===== config.mk =====
export PLATFORM = sky130hd
export DESIGN_NAME = free_list_buffer_allocator
export DESIGN_NICKNAME = d
export VERILOG_FILES = /design/src/rtl/flba_pkg.sv /design/src/rtl/flba_mem.sv /design/src/rtl/free_list_buffer_allocator.sv
export SDC_FILE = /design/constraint.sdc
export NUM_CORES = 1
export LEC_CHECK = 0
export BUFFER_PORTS_ARGS = -buffer_cell sky130_fd_sc_hd__buf_2
export CAP_MARGIN = 0
export CORE_ASPECT_RATIO = 0.7
export CORE_UTILIZATION = 50
export DETAILED_ROUTE_END_ITERATION = 10
export PLACE_DENSITY_LB_ADDON = 0.08
export RECOVER_POWER = 50
export SLEW_MARGIN = 10
export SYNTH_ARGS = -nofsm -noshare
export SYNTH_HDL_FRONTEND = slang
export SYNTH_SLANG_ARGS = --single-unit
export TNS_END_PERCENT = 10

===== constraint.sdc =====
create_clock -name i_clk -period 13.1 [get_ports i_clk]
set_input_delay 0.655 -clock i_clk [delete_from_list [all_inputs] [get_ports i_clk]]
set_output_delay 0.655 -clock i_clk [all_outputs]
set_load 0.01 [all_outputs]

===== src/rtl/flba_pkg.sv =====
// ----------------------------------------------------------------------------
// flba_pkg
// Types and codes shared by the free-list buffer allocator modules.
// ----------------------------------------------------------------------------
package flba_pkg;

    localparam int unsigned IDX_W = 10;

    typedef enum logic {
        OP_ACQUIRE = 1'b0,
        OP_RELEASE = 1'b1
    } t_op;

    typedef enum logic [1:0] {
        STATUS_OK      = 2'd0,
        STATUS_EMPTY   = 2'd1,
        STATUS_FOREIGN = 2'd2,
        STATUS_IDLE    = 2'd3
    } t_status;

    typedef enum logic [1:0] {
        ST_INIT,
        ST_IDLE,
        ST_EXEC
    } t_state;

    typedef struct packed {
        t_op              op;
        logic [IDX_W-1:0] node_index;
    } t_request;

    typedef struct packed {
        t_status          status;
        logic [IDX_W-1:0] granted_index;
        logic [IDX_W-1:0] free_count;
    } t_result;

    // slot memory access request: one read and one write
    typedef struct packed {
        logic             rd_en;
        logic [IDX_W-1:0] rd_addr;
        logic             wr_en;
        logic [IDX_W-1:0] wr_addr;
        logic             wr_busy;
        logic [IDX_W-1:0] wr_link;
    } t_mem_req;

endpackage


===== src/rtl/flba_mem.sv =====
// ----------------------------------------------------------------------------
// flba_mem
// Slot memory: one in-use mark and one next link per slot, one write port
// and one read port, read data registered.
// ----------------------------------------------------------------------------
module flba_mem #(
    parameter int unsigned DEPTH = 64,
    parameter int unsigned AW    = 6
) (
    input  logic                             i_clk,
    input  flba_pkg::t_mem_req               i_req,
    output logic                             o_rd_busy,
    output logic [flba_pkg::IDX_W-1:0]       o_rd_link
);

    logic [AW:0] r_mem [DEPTH];
    logic [AW:0] r_rd_data;

    always_ff @(posedge i_clk) begin
        if (i_req.wr_en) begin
            r_mem[i_req.wr_addr[AW-1:0]] <= {i_req.wr_busy, i_req.wr_link[AW-1:0]};
        end
    end

    always_ff @(posedge i_clk) begin
        if (i_req.rd_en) begin
            r_rd_data <= r_mem[i_req.rd_addr[AW-1:0]];
        end
    end

    assign o_rd_busy = r_rd_data[AW];
    assign o_rd_link = flba_pkg::IDX_W'(r_rd_data[AW-1:0]);

endmodule


===== src/rtl/free_list_buffer_allocator.sv =====
// ----------------------------------------------------------------------------
// free_list_buffer_allocator
// LIFO free-list allocator over a fixed pool of CAPACITY buffer slots.
// ----------------------------------------------------------------------------
// A transaction is taken when start is high and busy is low. An acquire pops
// the head of the free list and hands out that slot; a release checks that
// the slot belongs to the pool and is in use, then pushes it back. Each
// transaction gives exactly one result on o_result, shown for one cycle with
// o_done high; the receiver cannot stall it, so it must sample o_result
// whenever o_done is high. Every transaction is taken in idle and then passes
// an execute state: the per-slot link and in-use mark live in a single-port-read
// memory with registered read data, and the pop needs the link of the head slot
// before the next head is known. A new transaction may start in the cycle its
// predecessor's result is shown. After reset, busy stays high while the slot
// memory is swept to build the initial list (slot i links to i-1, head is slot
// CAPACITY-1, nothing in use).
// ----------------------------------------------------------------------------
module free_list_buffer_allocator #(
    parameter int unsigned CAPACITY = 64
) (
    input  logic               i_clk,
    input  logic               i_rst_n,
    input  logic               start,
    output logic               busy,
    input  flba_pkg::t_request i_req,
    output logic               o_done,
    output flba_pkg::t_result  o_result
);

    // slot index width and count width
    localparam int unsigned AW = (CAPACITY > 1) ? $clog2(CAPACITY) : 1;
    localparam int unsigned CW = $clog2(CAPACITY + 1);
    localparam int unsigned IW = flba_pkg::IDX_W;

    // control state
    flba_pkg::t_state r_state, n_state;
    logic [AW-1:0]    r_init_addr;

    // list state
    logic [AW-1:0]    r_head, n_head;
    logic [CW-1:0]    r_count, n_count;

    // captured transaction
    flba_pkg::t_op    r_op;
    logic [IW-1:0]    r_idx;

    // result register
    logic              r_done;
    flba_pkg::t_result r_result;

    // execute-stage decisions
    flba_pkg::t_status exe_status;
    logic [IW-1:0]     exe_granted;
    logic              exe_wr;
    logic              exe_wr_busy;
    logic [IW-1:0]     exe_wr_addr;
    logic [IW-1:0]     exe_wr_link;

    flba_pkg::t_mem_req mem_req;
    logic               rd_busy;
    logic [IW-1:0]      rd_link;
    logic               accept;
    logic               idx_foreign;

    assign accept      = start && !busy;
    assign idx_foreign = (i_req.node_index >= IW'(CAPACITY));

    flba_mem #(
        .DEPTH (CAPACITY),
        .AW    (AW)
    ) u_mem (
        .i_clk     (i_clk),
        .i_req     (mem_req),
        .o_rd_busy (rd_busy),
        .o_rd_link (rd_link)
    );

    // next state
    always_comb begin
        n_state = r_state;
        unique case (r_state)
            flba_pkg::ST_INIT: begin
                if (r_init_addr == AW'(CAPACITY - 1)) begin
                    n_state = flba_pkg::ST_IDLE;
                end
            end
            flba_pkg::ST_IDLE: begin
                if (accept) begin
                    n_state = flba_pkg::ST_EXEC;
                end
            end
            flba_pkg::ST_EXEC: begin
                n_state = flba_pkg::ST_IDLE;
            end
            default: begin
                n_state = flba_pkg::ST_INIT;
            end
        endcase
    end

    // pop / push decision on the slot word read back from memory
    always_comb begin
        exe_status  = flba_pkg::STATUS_OK;
        exe_granted = '0;
        exe_wr      = 1'b0;
        exe_wr_busy = 1'b0;
        exe_wr_addr = '0;
        exe_wr_link = '0;
        n_head      = r_head;
        n_count     = r_count;
        if (r_op == flba_pkg::OP_ACQUIRE) begin
            if (r_count == '0) begin
                exe_status = flba_pkg::STATUS_EMPTY;
            end else begin
                // pop: head slot goes in use, its link becomes the new head
                exe_granted = IW'(r_head);
                exe_wr      = 1'b1;
                exe_wr_busy = 1'b1;
                exe_wr_addr = IW'(r_head);
                exe_wr_link = '0;
                n_head      = rd_link[AW-1:0];
                n_count     = r_count - CW'(1);
            end
        end else begin
            if (r_idx >= IW'(CAPACITY)) begin
                exe_status = flba_pkg::STATUS_FOREIGN;
            end else if (!rd_busy) begin
                exe_status = flba_pkg::STATUS_IDLE;
            end else begin
                // push: released slot links to the old head
                exe_wr      = 1'b1;
                exe_wr_busy = 1'b0;
                exe_wr_addr = r_idx;
                exe_wr_link = IW'(r_head);
                n_head      = r_idx[AW-1:0];
                n_count     = r_count + CW'(1);
            end
        end
    end

    // state-dependent outputs and memory access
    always_comb begin
        busy    = 1'b1;
        mem_req = '0;
        unique case (r_state)
            flba_pkg::ST_INIT: begin
                mem_req.wr_en   = 1'b1;
                mem_req.wr_addr = IW'(r_init_addr);
                mem_req.wr_busy = 1'b0;
                mem_req.wr_link = (r_init_addr == '0) ? '0 : IW'(r_init_addr - AW'(1));
            end
            flba_pkg::ST_IDLE: begin
                busy          = 1'b0;
                mem_req.rd_en = accept;
                // release reads its own slot, acquire reads the head slot
                if (i_req.op == flba_pkg::OP_RELEASE) begin
                    mem_req.rd_addr = idx_foreign ? '0 : i_req.node_index;
                end else begin
                    mem_req.rd_addr = IW'(r_head);
                end
            end
            flba_pkg::ST_EXEC: begin
                mem_req.wr_en   = exe_wr;
                mem_req.wr_addr = exe_wr_addr;
                mem_req.wr_busy = exe_wr_busy;
                mem_req.wr_link = exe_wr_link;
            end
            default: begin
                busy = 1'b1;
            end
        endcase
    end

    // control registers
    always_ff @(posedge i_clk) begin
        if (!i_rst_n) begin
            r_state     <= flba_pkg::ST_INIT;
            r_init_addr <= '0;
            r_head      <= AW'(CAPACITY - 1);
            r_count     <= CW'(CAPACITY);
            r_done      <= 1'b0;
        end else begin
            r_state <= n_state;
            r_done  <= (r_state == flba_pkg::ST_EXEC);
            if (r_state == flba_pkg::ST_INIT) begin
                r_init_addr <= r_init_addr + AW'(1);
            end
            if (r_state == flba_pkg::ST_EXEC) begin
                r_head  <= n_head;
                r_count <= n_count;
            end
        end
    end

    // transaction capture and result payload
    always_ff @(posedge i_clk) begin
        if (accept) begin
            r_op  <= i_req.op;
            r_idx <= i_req.node_index;
        end
        if (r_state == flba_pkg::ST_EXEC) begin
            r_result.status        <= exe_status;
            r_result.granted_index <= exe_granted;
            r_result.free_count    <= IW'(n_count);
        end
    end

    assign o_done   = r_done;
    assign o_result = r_result;

`ifndef SYNTHESIS
    // a result only follows an execute cycle
    a_done_after_exec: assert property (@(posedge i_clk) disable iff (!i_rst_n)
        o_done |-> $past(r_state == flba_pkg::ST_EXEC))
        else $error("result strobe without execute cycle");

    // an accepted transaction always executes in the next cycle
    a_accept_exec: assert property (@(posedge i_clk) disable iff (!i_rst_n)
        accept |=> (r_state == flba_pkg::ST_EXEC))
        else $error("accepted transaction did not execute");

    // free count never exceeds the pool
    a_count_range: assert property (@(posedge i_clk) disable iff (!i_rst_n)
        r_count <= CW'(CAPACITY))
        else $error("free count above capacity");

    // empty status only with no free slot
    a_empty_count: assert property (@(posedge i_clk) disable iff (!i_rst_n)
        (o_done && o_result.status == flba_pkg::STATUS_EMPTY) |-> (o_result.free_count == '0))
        else $error("empty status with free slots left");
`endif

endmodule


Word-level counts from Yosys, hierarchy flattened

Memories as Yosys holds them, arrays and structs flattened. A register that Yosys moved wholly into a read port is not among the register bits.
Index checks and enable logic that the tools add are counted.

Add/subtract/negate cells: 4
Multipliers: 0
Div/mod/pow operators: 0
Magnitude comparators: 2
Eq/ne operators: 8
Shift-type cells: 0
Muxes and demuxes: 35
Bitwise gates (word level): 0
Reduce and logical (&&, ||, !) cells: 6

Operators with widths:

| cell                | count |
|---|---|
| $mux 10             | 6 |
| $mux 6              | 8 |
| $pmux 22 s2         | 1 |
| $mux 7              | 4 |
| $ge 10x7->1 const B | 2 |
| $mux 11             | 1 |
| $mux 2              | 5 |
| $mux 1              | 9 |
| $ne 2x2->1 const B  | 4 |
| $add 7x1->7 const B | 1 |
| $logic_not 7->1     | 1 |
| $sub 6x1->7 const B | 1 |
| $sub 7x1->7 const B | 1 |
| $add 6x1->6 const B | 1 |
| $eq 6x6->1 const B  | 1 |
| $logic_not 6->1     | 1 |
| $pmux 2 s3          | 1 |
| $reduce_and 4->1    | 1 |
| $eq 2x1->1 const B  | 1 |
| $eq 2x2->1 const B  | 1 |
| $logic_not 2->1     | 1 |
| $ne 2x1->1 const B  | 1 |
| $reduce_and 2->1    | 1 |
| $logic_and 1x1->1   | 1 |

Register bits: 52
Latch bits: 0
Memory bits (writable): 448
Memory bits (read-only): 0
Input port bits: 14
Output and inout bits: 24
Logic and storage cells: 66
Memories: 1

Memory list:

| memory      | words | width | rd ports | clocked after Yosys merged registers in | wr ports | RTL line       | source |
|---|---|---|---|---|---|---|---|
| u_mem.r_mem | 64    | 7     | 1        | 1                                       | 1        | flba_mem.sv:16 | `logic [AW:0] r_mem [DEPTH];` |

Longest topological paths before layout

Gate-level depths: netlist of the first run.

Word-level depth: 6
Depth in mapped cells: 11
Depth with buffers taken out: 9

By module

A second synthesis of the first run with hierarchy kept.

Cell total of the unflattened synthesis: 1126
Area, all modules: 20489.7 um^2

By module, submodules not included:

| module                     | instances | cells each | area an instance (um^2) |
|---|---|---|---|
| flba_mem                   | 1         | 832        | 17739.5 |
| free_list_buffer_allocator | 1         | 294        | 2750.1 |

Worst setup path after synthesis of the first run

Ideal clock, no wire load.

Path kind: reg-to-reg
From: reg r_state[1]
To: mem u_mem.r_mem[0][2] (netlist name), data pin
Arrival time: 3.574 ns
Data required time: 12.398 ns
Slack: 8.824 ns
Cell stages (with the launch flop): 5
Path buffers: 1
Clock period less this slack: 4.276 ns
Cell sequence: dfxtp_1 -> clkbuf_1 -> nor2_1 -> nand2_1 -> o21ai_0

RTL lines:

| element                | RTL line                          | source |
|---|---|---|
| from (decl)            | free_list_buffer_allocator.sv:36  | `flba_pkg::t_state r_state, n_state;` |
| from (signal assigned) | free_list_buffer_allocator.sv:177 | `r_state <= flba_pkg::ST_INIT;` |
| from (signal assigned) | free_list_buffer_allocator.sv:183 | `r_state <= n_state;` |
| to (decl)              | flba_mem.sv:16                    |  |

==> qor.yml, run 1 <==
run_status: "finished with violations"
violations: "capacitance limit, slew limit"
max_stage_delay_ns: 1.77
num_rows: 61
ys_seq_area_share_pct: 71.9
die_area_mm2: 0.0422
power_report.internal_total_mw: 2.54
end_kind: "flip-flop"
fin_nets: 1504
synth.yosys.warnings: 0
grt.total_usage_pct: 25.8
synthMostInstantiatedCell: "sky130_fd_sc_hd__edfxtp_1"
overflow: 0
synth-edff-count: 481
pin_count_of_the_biggest_net_entering_global_routing: 74
timing.fmax_mhz: 160
slew_headroom_pct: -173
max-cap-violations: 10
timing_hold_violations_final: 0
timing.critical_path.cells: "nand2b_1 -> inv_1 -> clkbuf_1 -> and2_0 -> nand2_1 -> o21ai_0 -> clkbuf_1"
synth_top_cells_by_count: "sky130_fd_sc_hd__edfxtp_1 (481), sky130_fd_sc_hd__nand2_1 (269), sky130_fd_sc_hd__mux2i_1 (129), sky130_fd_sc_hd__nor2_1 (87), sky130_fd_sc_hd__nand3_1 (68)"
finalSetupTns_ns: 0
seqPwrFrac_pct: 56.5
total_via_count_in_the_routed_design: 12636
ys_ff_latch: 503
ctsResizeCount: 0
clock_tree.buffer_depth: 3
global_route_wire_length_before_repair_um: 78600
power.switching_fraction_pct: 21.5
post_synth.cell_area_avg_um2: 14.1
path_buf_inv: 3
layout-drive-gt1-share_pct: 6.72
timing.critical_path.max_delay_family: "buffers and inverters"
dp.final_hpwl_um: 33300
finalMaxSlewViolations: 443
grt_pass1_vias: 11595
report.power.total_mw: 3.24
netlist.top_cell.by_area: "sky130_fd_sc_hd__edfxtp_1"
detail_route.drc_violations: 0
critPathKind: "flip-flop to flip-flop"
antenna_found_initial: 0
antenna_violating_nets_post_route: 0
clock_pin_slew_on_the_worst_setup_and_hold_paths_ns: 0.07
first_iter_violations: 1530
via_count_normalized_by_instance_count: 6.15
part_of_the_power_in_combinational_logic_pct: 4.3
power_per_cell_area_mw_per_mm2: 143
mappedNetlistArea_mm2: 0.0207
switching_power_summed_over_all_nets_uw: 696
period_share_pct: 47.6
holdBufCountCts: 0
design.core.area_mm2: 0.0402
worst_path_most_repeated_cell: "sky130_fd_sc_hd__clkbuf_1"
wl_per_cell_um: 26.2
ir_drop_mv: 0.127
critical_path_arrival_ns: 6.25
clk-insertion-delay-late_ns: 0.57
drt_pre_antenna_iters: 6
r2r.worst_path.cells: 7
die_w_um: 245
routabilityCongestion: 0.873
antenna_cells_inserted: 0
clock_sinks: 503
worst_path_max_delay_cell: "sky130_fd_sc_hd__clkbuf_1"
worst_slew_pin_slew_ns: 4.05
ctsRootBufferMaster: "sky130_fd_sc_hd__clkbuf_16"
critical_path.startpoint_type: "flip-flop"
synth_cell_type_count: 67
cts_tree: "done"
fp.dieH_um: 172
fraction_of_synthesized_cell_area_taken_by_the_top_area_cell_type_pct: 69.7
crit_path_max_fanout: 46
ys.flop_type: "sky130_fd_sc_hd__edfxtp_1"
rsz_0062_raised_after_global_routing: "false"
areaGrowthSynthToFinish_pct: 9.44
netlist_top_cells_area: "sky130_fd_sc_hd__edfxtp_1 (70%), sky130_fd_sc_hd__mux2i_1 (6.2%), sky130_fd_sc_hd__nand2_1 (4.9%)"
final-setup-viol-count: 0
boundaryPins: 38
post-cts-setup-buffers: 0
initial_utilization_pct: 51.5
finalCriticalPeriod_ns: 6.24
async_flop_share_pct: 0
cts_made_buffers: 47
postSynthCellCount: 1472
timing.hold.worst_path_depth: 2
critical_path_depth: 7
cellLeakagePower_nw: 7.62
critPathRequiredTime_ns: 13.11
fin_worst_skew_ns: 0.0315
worst_hold_path_type: "input port to flip-flop"
pwr-share-clk_pct: 39.2
cts_max_level: 2
total_detailed_routing_wirelength_um: 53900
placement.io_buffers: 30
==> per-stage QoR <==
step	area [µm²]	worst slack [ns]	instances	util (%)	hold WS, ns
finish	22700	6.86	2053	56.3	0.378
global placement	21400	8.55	1971	53.2	0.500
CTS	22800	8.42	2053	56.6	0.316
detailed placement	21400	8.43	1971	53.2	0.520
floorplan	20700	8.82	1478	-	0.483
global route	22700	6.43	2053	56.3	0.374
==> metal layers <==
| metal | part of all wire [%] | track usage [%] |
|---|---|---|
| met5 | 0 | 0 |
| met4 | 2.0 | 6.03 |
| met3 | 11 | 7.16 |
| met2 | 41 | 35.3 |
| met1 | 47 | 40.3 |
==> flip-flops by register name, summed over array words and instances (netlist names) <==
name and cells:
o_result 15, r_idx 10, r_init_addr 6, u_mem.r_mem 448
r_head 6, o_done 1, r_count 7, r_op 1
u_mem.r_rd_data 7, r_state 2
==> layout by cell type, fill, tap and decap left out, drive strengths merged, types with 7 or more instances in the layout <==
master   instances
edfxtp         481
nand2          274
mux2i          129
clkbuf          89
nor2            87
nand3           68
a32oi           30
a21oi           28
o22ai           26
clkinv          25
dfxtp           22
nor3            22
o2111ai         19
a31oi           18
buf             16
and2            16
o21ai           14
inv             12
xnor2           10
a311oi           8
o211ai           7
a311o            7
conb             7
==> final timing paths <==
check                               start                      endpoint  slack (ns)
setup / recovery  r_state[1]$_SDFFE_PN0P_  u_mem.r_mem[23][0]$_DFFE_PP_        6.86
hold / removal                      start       r_state[1]$_SDFFE_PN0P_        0.38
setup reg to reg  r_state[1]$_SDFFE_PN0P_  u_mem.r_mem[23][0]$_DFFE_PP_        6.86
hold reg to reg   r_count[6]$_SDFFE_PN1P_       r_count[6]$_SDFFE_PN1P_        0.54
==> layout make-up <==
class                   instances  area [µm²]
well taps                     535         669
repair buffers                 51         246
flip-flops and latches        503       14900
clock inverters                28         176
clock buffers                  54        1200
inverters                      11        41.3
fillers                      3201       17600
multi-input cells             871        5440
==> power by group through the flow <==
stage	clock network [mW]	logic [mW]	registers [mW]
final	1.27	0.140	1.83
after global routing	1.34	0.149	1.83
after CTS	1.29	0.147	1.82
after detailed placement	0	0.147	1.86
after global placement	0	0.143	1.86
after floorplan	0	0.0732	1.86
==> cell families after synthesis <==
kind of cell               synth area share, %
AOI/OAI and AO/OA                         7.83
xor gates and xnor gates                 0.592
adders and majority gates                0.302
buffers and inverters                     2.42
DFF                                       71.9
muxes                                     6.24
other                                   0.0181
and+or+nand+nor                           10.7
No activity file was read; power rests on OpenSTA's default activity.
==> run 2, diff against run 1 <==
ABC_AREA = 1   (was not set)
clock period = 5.3 ns   (was 13.1 ns; I/O delays follow)
==> qor.yml, run 2 <==
run_status: "finished with violations"
violations: "capacitance limit, slew limit"
min_to: "r_op$_DFFE_PP_"
clock_pin_slew_on_the_worst_setup_and_hold_paths_ns: 0.06  # about the same
final_common_cell: "sky130_fd_sc_hd__nand2_1"
max-cap-violations: 7  # -3
final_critical_path_setup_slack_ns: 0.954  # -5.90 ns
design.core.area_mm2: 0.0438  # +8.9%
fin_nets: 2114  # +41%
postSynthCellCount: 2101  # +43%
die_w_um: 254  # +3.6%
final-setup-viol-count: 0  # unchanged
dp.final_hpwl_um: 35200  # +5.8%
pin_count_of_the_biggest_net_entering_global_routing: 210  # +180%
synthMostInstantiatedCell: "sky130_fd_sc_hd__nand2_1"
grt.total_usage_pct: 27.0  # +1.2 points
boundaryPins: 38  # unchanged
worst_slew_pin_slew_ns: 2.59  # -1.46 ns
final-instance-count-excl-fill: 2729  # +33%
layout-drive-gt1-share_pct: 5.20  # -1.5 points
crit_path_max_fanout: 26  # -43%
critPathRequiredTime_ns: 5.64  # -7.47 ns
ys_seq_area_share_pct: 66.9  # -5.0 points
synth-edff-count: 481  # unchanged
synth.yosys.warnings: 0  # unchanged
areaGrowthSynthToFinish_pct: 10.3
filler_cell_count: 3820  # +19%
rsz_0062_raised_after_global_routing: "false"
ir_drop_mv: 0.262  # +110%
mappedNetlistArea_mm2: 0.0223  # +7.4%
detail_route.drc_violations: 0  # unchanged
finalCriticalPeriod_ns: 4.35  # -1.90 ns
antenna_found_initial: 0  # unchanged
cts_max_level: 2  # unchanged
total_detailed_routing_wirelength_um: 60200  # +12%
fin_worst_skew_ns: 0.0190  # -0.0125 ns
power_per_cell_area_mw_per_mm2: 341  # +140%
cts_tree: "done"
largest_register_ff_count: 448  # unchanged
overflow: 0  # unchanged
slew_headroom_pct: -73.0  # +100 points
r2r.worst_path.cells: 5  # -2
dpl_cell_area_mm2: 0.0230  # +7.5%
wl_per_cell_um: 22.1  # -16%
routabilityCongestion: 0.856  # -1.9%
dp_worst_setup_slack_ns: 1.64  # -6.79 ns
timing.hold.worst.start: "i_req[10]"
timing.fmax_mhz: 230  # +44%
antenna_violating_nets_post_route: 0  # unchanged
die_area_mm2: 0.0454  # +7.4%
ys.flop_type: "sky130_fd_sc_hd__edfxtp_1"
async_flop_share_pct: 0  # unchanged
critPathKind: "flip-flop to flip-flop"
num_rows: 64  # +4.9%
timing.rr.end: "u_mem.r_mem[30][2]$_DFFE_PP_"
r2r_start: "r_state[1]$_SDFFE_PN0P_"
finalSetupTns_ns: 0  # unchanged
timing.hold.worst_path_depth: 1  # -1
layout.cells.most_common_list: "sky130_fd_sc_hd__nand2_1 (493), sky130_fd_sc_hd__edfxtp_1 (481), sky130_fd_sc_hd__nand3_1 (462), sky130_fd_sc_hd__inv_1 (191), sky130_fd_sc_hd__nand3b_1 (112)"
netlist.top_cell.by_area: "sky130_fd_sc_hd__edfxtp_1"
fraction_of_synthesized_cell_area_taken_by_the_top_area_cell_type_pct: 64.9  # -4.8 points
first_iter_violations: 1770  # +16%
worst_hold_path_type: "input port to flip-flop"
global_route_wire_length_before_repair_um: 90500  # +15%
ctsResizeCount: 0  # unchanged
end_kind: "flip-flop"
finalCoreUtilization_pct: 56.0  # -0.31 points
ff2ff_setup_slack_ns: 0.95  # -5.90 ns
ys_ff_latch: 503  # unchanged
grt_pass1_vias: 14445  # +25%
ctsRootBufferMaster: "sky130_fd_sc_hd__clkbuf_16"
clk-insertion-delay-late_ns: 0.58  # about the same
finalMaxSlewViolations: 183  # -59%
total_via_count_in_the_routed_design: 15624  # +24%
cts_made_buffers: 49  # +4.3%
post_synth.cell_area_avg_um2: 10.6  # -25%
synth_top_cells_by_count: "sky130_fd_sc_hd__nand2_1 (494), sky130_fd_sc_hd__edfxtp_1 (481), sky130_fd_sc_hd__nand3_1 (463), sky130_fd_sc_hd__inv_1 (192), sky130_fd_sc_hd__nand3b_1 (112)"
timing_hold_violations_final: 0  # unchanged
period_share_pct: 82.0  # +34 points
clock_sinks: 503  # unchanged
fp.dieH_um: 178  # +3.6%
post-place-cells: 2626  # +33%
cellLeakagePower_nw: 9.33  # +23%
synth_cell_type_count: 36  # -46%
initial_utilization_pct: 50.8  # -0.69 points
critical_path.startpoint_type: "flip-flop"
placement.io_buffers: 30  # unchanged
netlist_top_cells_area: "sky130_fd_sc_hd__edfxtp_1 (65%), sky130_fd_sc_hd__nand3_1 (10%), sky130_fd_sc_hd__nand2_1 (8.3%)"
via_count_normalized_by_instance_count: 5.73  # -7.0%
design_area_final_mm2: 0.0245  # +8.3%
clock_tree.buffer_depth: 3  # unchanged
drt_pre_antenna_iters: 5  # -1
antenna_cells_inserted: 0  # unchanged
critical_path_arrival_ns: 4.68  # -1.57 ns
[run 2: cell types whose count changed after synthesis, moves of 11 or more]
cell                        previous run  this run
sky130_fd_sc_hd__a31oi_1              18         2
sky130_fd_sc_hd__a32oi_1              30         0
sky130_fd_sc_hd__and2_1               16         1
sky130_fd_sc_hd__buf_1                 5        24
sky130_fd_sc_hd__buf_2                35        68
sky130_fd_sc_hd__inv_1                11       192
sky130_fd_sc_hd__mux2i_1             129         0
sky130_fd_sc_hd__nand2_1             269       494
sky130_fd_sc_hd__nand3_1              68       463
sky130_fd_sc_hd__nand3b_1              2       112
sky130_fd_sc_hd__nor2_1               87       102
sky130_fd_sc_hd__nor3_1               21        10
sky130_fd_sc_hd__o2111ai_1            19         0
sky130_fd_sc_hd__o22ai_1              26         8
[run 2: worst max-delay path, stage by stage, from the launching register on]
cell and delay, ns:
sky130_fd_sc_hd__dfxtp_1 0.34, sky130_fd_sc_hd__inv_1 0.06, sky130_fd_sc_hd__nor2_1 0.73, sky130_fd_sc_hd__nand2_1 0.43, sky130_fd_sc_hd__o22ai_1 1.91, sky130_fd_sc_hd__buf_4 0.61
[run 2: repair_timing]
item,4_1_cts,5_1_grt
hold endpoints to repair,17,0
setup buffers,0,0
hold buffers,12,0
[run 2: worst max path at each step]
stage / startpoint / to / slack [ns] / cells after the start
finish: r_state[1]$_SDFFE_PN0P_ / u_mem.r_mem[30][2]$_DFFE_PP_ / 0.95 / 5
global route: r_state[1]$_SDFFE_PN0P_ / u_mem.r_mem[26][6]$_DFFE_PP_ / 0.72 / 4
CTS: r_count[0]$_SDFFE_PN0P_ / u_mem.r_mem[53][4]$_DFFE_PP_ / 1.60 / 10
detailed placement: r_count[0]$_SDFFE_PN0P_ / u_mem.r_mem[53][2]$_DFFE_PP_ / 1.64 / 10
global placement: r_count[0]$_SDFFE_PN0P_ / u_mem.r_mem[53][3]$_DFFE_PP_ / 1.71 / 10
floorplan: r_state[1]$_SDFFE_PN0P_ / u_mem.r_mem[0][0]$_DFFE_PP_ / 1.54 / 5
[run 2: layout make-up]
| class | instances | area (µm²) | area share [%] |
|---|---|---|---|
| well taps | 594 | 743 | 3.03 |
| repair buffers | 70 | 500 | 2.04 |
| flip-flops and latches | 503 | 14900 | 60.6 |
| clock buffers | 63 | 1330 | 5.42 |
| multi-input cells | 1277 | 6120 | 24.9 |
| inverters | 194 | 728 | 2.97 |
| clock inverters | 28 | 239 | 0.974 |
[run 2: through the flow]
step / power [mW] / hold WS [ns]
after floorplan: 4.78 / 0.364
after global placement: 5.01 / 0.438
after detailed placement: 5.01 / 0.444
after CTS: 8.44 / 0.0420
after global routing: 8.61 / 0.221
final: 8.38 / 0.199
[run 2: cells by family after synthesis]
family | share of synthesized area, %
flops | 66.9
simple gates | 24.8
xor+xnor | 0.354
fa+ha+maj | 0.281
compound gates | 1.61
other cells | 0.0169
buf+inv | 6.03
[run 2: power breakdown]
group / internal (mW) / total, mW / switching [mW]
Combinational: 0.0696 / 0.423 / 0.354
Sequential: 4.49 / 4.50 / 0.00724
Clock: 1.97 / 3.46 / 1.49
[run 2: metal layers]
layer / up-vias / wire (µm) / share of wire (%) / track usage, %
met2: 693 / 25300 / 42 / 38.0
met5: - / 0 / 0 / 0
met4: 0 / 1130 / 1.9 / 6.22
met3: 88 / 5830 / 9.7 / 5.55
met1: 7646 / 27900 / 46 / 42.4
li1: 7197 / - / - / -
